## src/design/quaternion_slerp_unit_macros.svh

```systemverilog
// assertion helpers, clocked on clk and disabled during rst
`ifndef QUATERNION_SLERP_UNIT_MACROS_SVH
`define QUATERNION_SLERP_UNIT_MACROS_SVH

// property that must hold at every edge
`define QSL_ASSERT(lbl, prop, msg) \
  lbl: assert property (@(posedge clk) disable iff (rst) (prop)) else $error(msg);

// consequence must hold in the cycle after the antecedent
`define QSL_ASSERT_NEXT(lbl, ante, cons, msg) \
  lbl: assert property (@(posedge clk) disable iff (rst) (ante) |=> (cons)) else $error(msg);

`endif

```

## src/design/qsl_pkg.sv

```systemverilog
package qsl_pkg;

  localparam int FRAC_BITS        = 14;
  localparam int ANGLE_ITERATIONS = 16;
  localparam int ITER             = (ANGLE_ITERATIONS > 32) ? 32 : ANGLE_ITERATIONS;
  // dot product is 2*FRAC_BITS fraction bits, rescaled to 30
  localparam int DOT_SHIFT        = 30 - 2 * FRAC_BITS;

  // cordic datapath widths
  localparam int CW    = 34;
  localparam int ANG_W = 33;

  // shared square root
  localparam int SQ_W    = 62;
  localparam int ROOT_W  = 31;
  localparam int ISQ_LAT = SQ_W / 2;

  localparam int CORDIC_LAT = ITER;

  // divider geometries
  localparam int LDIV_QW  = 16;
  localparam int LDIV_NW  = 23 + FRAC_BITS;
  localparam int LDIV_DW  = 24;
  localparam int LDIV_LAT = LDIV_QW + 1;
  localparam int SDIV_QW  = 32;
  localparam int SDIV_NW  = 64;
  localparam int SDIV_DW  = 33;
  localparam int SDIV_LAT = SDIV_QW + 1;

  localparam logic [14:0]        THR_RESET = 15'd32752;
  localparam logic [15:0]        BLEND_ONE = 16'd32768;
  localparam logic [30:0]        DOT_ONE   = 31'h4000_0000;
  localparam logic signed [32:0] W_LIMIT   = 33'sh0_8000_0000;

  typedef struct packed {
    logic [3:0][15:0] a;
    logic [3:0][16:0] b;
    logic [15:0]      t;
    logic             lin;
  } qsl_ctx_t;

  function automatic logic [30:0] atan_q30(input int unsigned idx);
    logic [30:0] v;
    unique case (idx)
      0:  v = 31'd843314857;
      1:  v = 31'd497837829;
      2:  v = 31'd263043837;
      3:  v = 31'd133525159;
      4:  v = 31'd67021687;
      5:  v = 31'd33543516;
      6:  v = 31'd16775851;
      7:  v = 31'd8388437;
      8:  v = 31'd4194283;
      9:  v = 31'd2097149;
      10: v = 31'd1048576;
      11: v = 31'd524288;
      12: v = 31'd262144;
      13: v = 31'd131072;
      14: v = 31'd65536;
      15: v = 31'd32768;
      16: v = 31'd16384;
      17: v = 31'd8192;
      18: v = 31'd4096;
      19: v = 31'd2048;
      20: v = 31'd1024;
      21: v = 31'd512;
      22: v = 31'd256;
      23: v = 31'd128;
      24: v = 31'd64;
      25: v = 31'd32;
      26: v = 31'd16;
      27: v = 31'd8;
      28: v = 31'd4;
      29: v = 31'd2;
      30: v = 31'd1;
      default: v = 31'd0;
    endcase
    return v;
  endfunction

endpackage

```

## src/design/qsl_div.sv

```systemverilog
module qsl_div import qsl_pkg::*; #(
  parameter int NW = 37,
  parameter int DW = 24,
  parameter int QW = 16
) (
  input  logic          clk,
  input  logic          rst,
  input  logic          en,
  input  logic          in_valid,
  input  logic          in_neg,
  input  logic [NW-1:0] in_mag,
  input  logic [DW-1:0] in_den,
  output logic          out_valid,
  output logic          out_neg,
  output logic          out_ovf,
  output logic [QW-1:0] out_q
);

  localparam int RW = ((NW + 1 > DW + QW) ? NW + 1 : DW + QW) + 1;

  logic          vr   [QW+1];
  logic          ngr  [QW+1];
  logic          ovr  [QW+1];
  logic [RW-1:0] remr [QW+1];
  logic [DW-1:0] denr [QW+1];
  logic [QW-1:0] qr   [QW+1];

  // rounding half away from zero: bias the magnitude by half the divisor
  logic [RW-1:0] rem0;
  assign rem0 = RW'(in_mag) + RW'(in_den >> 1);

  always_ff @(posedge clk) begin
    if (rst) begin
      vr[0] <= 1'b0;
    end else if (en) begin
      vr[0] <= in_valid;
    end
  end

  always_ff @(posedge clk) begin
    if (en) begin
      ngr[0]  <= in_neg;
      ovr[0]  <= (in_den != '0) && (rem0 >= (RW'(in_den) << QW));
      remr[0] <= rem0;
      denr[0] <= in_den;
      qr[0]   <= '0;
    end
  end

  for (genvar k = 0; k < QW; k++) begin : g_stage
    localparam int B = QW - 1 - k;
    logic [RW-1:0] dsh;
    logic          take;
    assign dsh  = RW'(denr[k]) << B;
    assign take = (denr[k] != '0) && (remr[k] >= dsh);

    always_ff @(posedge clk) begin
      if (rst) begin
        vr[k+1] <= 1'b0;
      end else if (en) begin
        vr[k+1] <= vr[k];
      end
    end

    always_ff @(posedge clk) begin
      if (en) begin
        ngr[k+1]  <= ngr[k];
        ovr[k+1]  <= ovr[k];
        denr[k+1] <= denr[k];
        remr[k+1] <= take ? remr[k] - dsh : remr[k];
        qr[k+1]   <= qr[k] | (QW'(take) << B);
      end
    end
  end

  assign out_valid = vr[QW];
  assign out_neg   = ngr[QW];
  assign out_ovf   = ovr[QW];
  assign out_q     = qr[QW];

endmodule

```

## config.mk

```make
export PLATFORM = sky130hd
export DESIGN_NAME = qsl_div
export DESIGN_NICKNAME = d
export VERILOG_FILES = /design/src/design/quaternion_slerp_unit_macros.svh /design/src/design/qsl_pkg.sv /design/src/design/qsl_div.sv
export SDC_FILE = /design/constraint.sdc
export NUM_CORES = 2
export LEC_CHECK = 0
export BUFFER_PORTS_ARGS = -buffer_cell sky130_fd_sc_hd__buf_4
export CORE_AREA = 2 2 441 443
export DETAILED_ROUTE_END_ITERATION = 10
export DIE_AREA = 0 0 443 445
export PLACE_DENSITY = 0.53
export SYNTH_ARGS = -nofsm -noshare
export SYNTH_HDL_FRONTEND = slang
export SYNTH_SLANG_ARGS = --single-unit
```

## constraint.sdc

```tcl
create_clock -name clk -period 6.8 [get_ports clk]
set_clock_uncertainty 0.2 [all_clocks]
set_input_delay 0.34 -clock clk [delete_from_list [all_inputs] [get_ports clk]]
set_output_delay 0.34 -clock clk [all_outputs]
set_load 0.05 [all_outputs]
```

# Word-level counts from Yosys, hierarchy flattened
# Memories as Yosys holds them, arrays and structs flattened.
# Index checks and enable logic that the tools add are counted.
[totals] mem_count=6 out_inout_bits=19 mem_bits_rw=1428 elab_cells=146 reg_bits=0
[mem_list] memory="remr" words=17 word_bits=41 rd=16 rd_ports_with_merged_regs=0 write_ports=17 line="qsl_div.sv:24" text="logic [RW-1:0] remr [QW+1];"
[mem_list] memory="denr" words=17 word_bits=24 rd=16 rd_ports_with_merged_regs=0 write_ports=17 line="qsl_div.sv:25" text="logic [DW-1:0] denr [QW+1];"
[mem_list] memory="qr" words=17 word_bits=16 rd=17 rd_ports_with_merged_regs=0 write_ports=17 line="qsl_div.sv:26" text="logic [QW-1:0] qr [QW+1];"
[mem_list] memory="ngr" words=17 word_bits=1 rd=17 rd_ports_with_merged_regs=0 write_ports=17 line="qsl_div.sv:22" text="logic ngr [QW+1];"
[mem_list] memory="ovr" words=17 word_bits=1 rd=17 rd_ports_with_merged_regs=0 write_ports=17 line="qsl_div.sv:23" text="logic ovr [QW+1];"
[mem_list] memory="vr" words=17 word_bits=1 rd=17 rd_ports_with_merged_regs=0 write_ports=17 line="qsl_div.sv:21" text="logic vr [QW+1];"
[classes] n_mux=39 n_reduce_logical=34 n_lt_le_gt_ge=17 bitwise=33 addsub=17
[ops] cell="$mux W41" n=16
[ops] cell="$reduce_bool A24 Y1" n=17
[ops] cell="$ge A41 B24 Y1" n=1
[ops] cell="$ge A41 B25 Y1" n=1
[ops] cell="$ge A41 B26 Y1" n=1
[ops] cell="$ge A41 B27 Y1" n=1
[ops] cell="$ge A41 B28 Y1" n=1
[ops] cell="$ge A41 B29 Y1" n=1
[ops] cell="$ge A41 B30 Y1" n=1
[ops] cell="$ge A41 B31 Y1" n=1
[ops] cell="$ge A41 B32 Y1" n=1
[ops] cell="$ge A41 B33 Y1" n=1
[ops] cell="$ge A41 B34 Y1" n=1
[ops] cell="$ge A41 B35 Y1" n=1
[ops] cell="$ge A41 B36 Y1" n=1
[ops] cell="$ge A41 B37 Y1" n=1
[ops] cell="$ge A41 B38 Y1" n=1
[ops] cell="$ge A41 B39 Y1" n=1
[ops] cell="$sub A41 B24 Y41" n=1
[ops] cell="$sub A41 B25 Y41" n=1
[ops] cell="$sub A41 B26 Y41" n=1
[ops] cell="$sub A41 B27 Y41" n=1
[ops] cell="$sub A41 B28 Y41" n=1
[ops] cell="$sub A41 B29 Y41" n=1
[ops] cell="31 further kinds" n=85

# Longest topological paths before layout
[depth] ltp_word=4 depth_mapped=22 depth_no_buf=22

# Worst setup path before layout
# No wires, ideal clock.
[synth_timing] path_type="input -> register" start="input port in_mag[0]" end="memory ovr[0][0] (data pin)" setup_time_ns=0.165 cell_stages=22 arrival_time_ns=4.960 required_time_ns=6.435 setup_slack_ns=1.476 path_cell_list="ha_1 inv_1 fa_1 nor2b_4 o31a_1 o21ai_0 o21ba_2 a221oi_1 or2_2 a41o_1 nand4_1 xnor2_1 ha_1 nand4_1 nor4_1 nand2_1 nor4_1 o211ai_1 or4_1 or4_1 or4_1 o31ai_2"
[synth_lines] element="start, declared" line="qsl_div.sv:11" text="input logic [NW-1:0] in_mag,"
[synth_lines] element="end, declared" line="qsl_div.sv:23"

==> impl_metrics.prom <==
# TYPE chip_impl_metric gauge
chip_impl_metric{name="max-clock-path-buffers",unit=""} 3
chip_impl_info{name="min_path_type",value="in -> reg"} 1
chip_impl_metric{name="drcViolationCount",unit=""} 0
chip_impl_metric{name="nets",unit=""} 6549
chip_impl_metric{name="route.vias.total",unit=""} 45100
chip_impl_info{name="critical_path_class",value="in -> reg"} 1
chip_impl_metric{name="synth_edf_count",unit=""} 1224
chip_impl_metric{name="tmin_final",unit="ns"} 6.17
chip_impl_info{name="result_of_the_run",value="finished clean"} 1
chip_impl_metric{name="clock_latency_late_sink",unit="ns"} 0.80
chip_impl_metric{name="final.fill_count",unit=""} 18400
chip_impl_info{name="cts.root.buffer_cell",value="sky130_fd_sc_hd__clkbuf_16"} 1
chip_impl_metric{name="use_met1",unit="%"} 22.0
chip_impl_metric{name="postSynth.asyncResetShare",unit="%"} 0
chip_impl_metric{name="worst_pin_slew",unit="ns"} 1.14
chip_impl_metric{name="grt_pass1_vias",unit=""} 45100
chip_impl_info{name="grt_busiest_layer",value="met2"} 1
chip_impl_info{name="yosysTopAreaCell",value="sky130_fd_sc_hd__edfxtp_1"} 1
chip_impl_metric{name="grt_start_max_net_pins",unit=""} 156
chip_impl_metric{name="die_area",unit="um2"} 197000
chip_impl_metric{name="routed_wirelength",unit="um"} 172000
chip_impl_metric{name="firstDrtPassIters",unit=""} 7
chip_impl_metric{name="cts_hold_buffers",unit=""} 79
chip_impl_metric{name="syn_area",unit="um2"} 67000
chip_impl_metric{name="power_leakage",unit="nW"} 29.1
chip_impl_metric{name="ys_seq_elements",unit=""} 1224
chip_impl_info{name="worstSetupStartpointType",value="primary input"} 1
chip_impl_metric{name="globalRoute.totalOverflow",unit=""} 0
chip_impl_metric{name="clk_transition_reported_paths",unit="ns"} 0.07
chip_impl_metric{name="critical_path.max_fanout",unit=""} 6
chip_impl_metric{name="fp.dieW",unit="um"} 443
chip_impl_metric{name="fin_tns_setup",unit="ns"} 0
chip_impl_metric{name="detailedPlacementHpwl",unit="um"} 129000
chip_impl_metric{name="final_design_area_no_fill",unit="um2"} 76400
chip_impl_metric{name="powerDensity",unit="nW/um2"} 393
chip_impl_metric{name="final_critical_path_share_of_the_clock_period",unit="%"} 90.7
chip_impl_metric{name="timing.critical_path.required",unit="ns"} 7.23
chip_impl_metric{name="gp_congestion",unit=""} 0.893
chip_impl_metric{name="synth.yosys.warnings",unit=""} 0
chip_impl_metric{name="antennaDiodeCount",unit=""} 0
chip_impl_metric{name="die-height",unit="um"} 445
chip_impl_metric{name="ctsHtreeMaxLevel",unit=""} 4
chip_impl_metric{name="grtUsageMet3",unit="%"} 2.30
chip_impl_metric{name="ios",unit=""} 85
chip_impl_metric{name="worst-endpoint-arrival",unit="ns"} 6.59
chip_impl_metric{name="max-vdd-ir-drop",unit="mV"} 0.217
chip_impl_metric{name="initial_antenna_violation_count",unit=""} 4
chip_impl_metric{name="global_route_wire_length_before_repair",unit="um"} 266000
chip_impl_metric{name="synthesis.instances",unit=""} 5812
chip_impl_metric{name="initial_utilization",unit="%"} 34.9
chip_impl_info{name="tritoncts",value="yes"} 1
chip_impl_metric{name="multi_input_area",unit="um2"} 27900
chip_impl_metric{name="placedInstanceArea",unit="um2"} 70700
chip_impl_info{name="critPathCaptureType",value="flop"} 1
chip_impl_metric{name="report.power.total",unit="mW"} 30.0
chip_impl_metric{name="post_synthesis_net_count",unit=""} 6322
chip_impl_metric{name="max_cap_viols",unit=""} 0
chip_impl_metric{name="grt_util_met2",unit="%"} 30.4
chip_impl_metric{name="core_area",unit="um2"} 192000
chip_impl_metric{name="grt.total_usage",unit="%"} 17.2
chip_impl_metric{name="timing.final.hold_violations",unit=""} 0
chip_impl_metric{name="drive_gt1_share",unit="%"} 8.70
chip_impl_metric{name="ys_types",unit=""} 91
chip_impl_metric{name="avgViaCountPerCell",unit=""} 5.20
chip_impl_metric{name="quantity_of_i_o_buffers_inserted_on_ports",unit=""} 84
chip_impl_metric{name="yosysSeqAreaShare",unit="%"} 54.9
chip_impl_info{name="rsz_0062_raised_after_global_routing",value="no"} 1
chip_impl_metric{name="route.detailed.wl_per_inst",unit="um"} 19.8
chip_impl_metric{name="cts_setup_buffers",unit=""} 0
chip_impl_metric{name="setup_viol",unit=""} 0
chip_impl_metric{name="slew_headroom",unit="%"} 23.6
chip_impl_info{name="synth_common_cells",value="sky130_fd_sc_hd__edfxtp_1 (1,224), sky130_fd_sc_hd__inv_1 (513), sky130_fd_sc_hd__nand2_1 (462)"} 1
chip_impl_metric{name="final_max_slew_viol_count",unit=""} 0
chip_impl_metric{name="number_of_resized_instances_in_the_post_cts_repair_step",unit=""} 0
chip_impl_info{name="yosysMostFrequentCell",value="sky130_fd_sc_hd__edfxtp_1"} 1
chip_impl_metric{name="synth_top_cell_area_share",unit="%"} 54.9
chip_impl_metric{name="antenna_violating_nets_post_route",unit=""} 0
chip_impl_metric{name="area.sequential",unit="um2"} 36800
chip_impl_metric{name="avgSynthCellArea",unit="um2"} 11.5
chip_impl_metric{name="layout-area-overhead-vs-synth",unit="%"} 14.0
chip_impl_metric{name="floorplan.rows",unit=""} 161
chip_impl_info{name="synth-main-ff-cell",value="sky130_fd_sc_hd__edfxtp_1"} 1
chip_impl_metric{name="cts_sinks",unit=""} 1224
chip_impl_metric{name="detail_route.iter0.violations",unit=""} 3166
chip_impl_metric{name="cts-buffers-inserted",unit=""} 144
chip_impl_metric{name="fmaxAchievable",unit="GHz"} 0.162
chip_impl_info{name="synth_top_cells_by_area",value="sky130_fd_sc_hd__edfxtp_1 (55%), sky130_fd_sc_hd__ha_1 (8.0%), sky130_fd_sc_hd__xnor2_1 (3.3%)"} 1
[critical path, stage by stage]
cell and delay (ns):
sky130_fd_sc_hd__dlygate4sd3_1 0.55, sky130_fd_sc_hd__buf_4 0.12, sky130_fd_sc_hd__ha_1 0.22, sky130_fd_sc_hd__inv_1 0.07, sky130_fd_sc_hd__fa_1 0.44, sky130_fd_sc_hd__nor2b_4 0.14, sky130_fd_sc_hd__o31a_1 0.21, sky130_fd_sc_hd__o21ai_0 0.19
sky130_fd_sc_hd__o21ba_2 0.27, sky130_fd_sc_hd__a221oi_1 0.43, sky130_fd_sc_hd__or2_2 0.22, sky130_fd_sc_hd__a41o_1 0.32, sky130_fd_sc_hd__nand4_1 0.15, sky130_fd_sc_hd__xnor2_1 0.17, sky130_fd_sc_hd__ha_1 0.28, sky130_fd_sc_hd__nand4_1 0.15
sky130_fd_sc_hd__nor4_1 0.26, sky130_fd_sc_hd__nand2_1 0.14, sky130_fd_sc_hd__nor4_1 0.35, sky130_fd_sc_hd__o211ai_1 0.16, sky130_fd_sc_hd__or4_1 0.40, sky130_fd_sc_hd__or4_1 0.40, sky130_fd_sc_hd__or4_1 0.43, sky130_fd_sc_hd__o31ai_2 0.20
[power breakdown]
group	internal (mW)	switching (mW)
Sequential	10.5	1.23
Clock	4.70	3.23
Combinational	4.53	5.84
[cells by family (layout without fill, tap and decap cells)]
logic type	count (synthesis)	in the layout	synth area share, %
buffers and inverters	630	966	3.60
and+or+nand+nor	1604	1604	12.2
xor gates and xnor gates	452	452	5.91
muxes	151	151	2.52
AOI/OAI and AO/OA	1307	1307	12.4
DFF	1224	1224	54.9
adders and majority gates	444	444	8.47
[final cells by class]
| cell class | instances | share of cell area, % |
|---|---|---|
| clock buffer | 173 | 4.97 |
| clock inverter | 82 | 1.38 |
| inverter | 516 | 2.54 |
| multi-input combinational | 3958 | 36.5 |
| sequential | 1224 | 48.1 |
| tap | 2526 | 4.14 |
| timing repair buffer | 195 | 2.29 |
[registers in the layout (all words and copies together) (netlist names)]
register  flops
qr          136
remr        653
denr        384
ovr          17
ngr          17
vr           17
[through the flow]
step	instances	utilization, %	setup WS, ns	hold slack [ns]
after floorplan	5812	-	1.48	0.200
after global placement	8340	36.8	0.519	0.202
after detailed placement	8340	36.8	0.480	0.205
after CTS	8674	39.8	0.808	0.00642
after global routing	8674	39.8	0.347	0.0456
final	8674	39.8	0.635	0.0605
[layout by cell type, fill, tap and decap left out, drive strengths merged, types with 39 or more instances in the layout]
| cell type | netlist | routed |
|---|---|---|
| edfxtp | 1224 | 1224 |
| inv | 515 | 520 |
| nand2 | 462 | 462 |
| ha | 428 | 428 |
| o21ai | 351 | 351 |
| a21oi | 339 | 339 |
| nor2 | 282 | 282 |
| xnor2 | 256 | 256 |
| xor2 | 196 | 196 |
| nor4 | 177 | 177 |
| clkbuf | 78 | 173 |
| a21o | 169 | 169 |
| mux2 | 141 | 141 |
| buf | 36 | 116 |
| nand3 | 114 | 114 |
| nor3 | 103 | 103 |
| nand4 | 86 | 86 |
| dlygate4sd3 | 0 | 79 |
| nor2b | 69 | 69 |
| nand2b | 63 | 63 |
| o21a | 62 | 62 |
| a31oi | 62 | 62 |
| clkinv | 1 | 54 |
| and2 | 46 | 46 |
| o31ai | 39 | 39 |
[final timing paths]
check	startpoint	to	slack [ns]	depth (start not counted)
setup / recovery	in_mag[0]	ovr[0][0]$_DFFE_PP_	0.63	24
hold / removal	in_mag[10]	remr[0][10]$_DFFE_PP_	0.06	4
setup reg to reg	denr[0][192]$_DFFE_PP_	remr[0][390]$_DFFE_PP_	2.16	10
hold reg to reg	qr[0][181]$_DFFE_PP_	qr[0][197]$_DFFE_PP_	0.21	0
[metal layers]
metal  vias up  wire (um)
li1      22100          -
met4         0       4170
met1     21900      76000
met2       820      85500
met3       231       6040
met5         -          0
(Power assumes the default switching activity.)
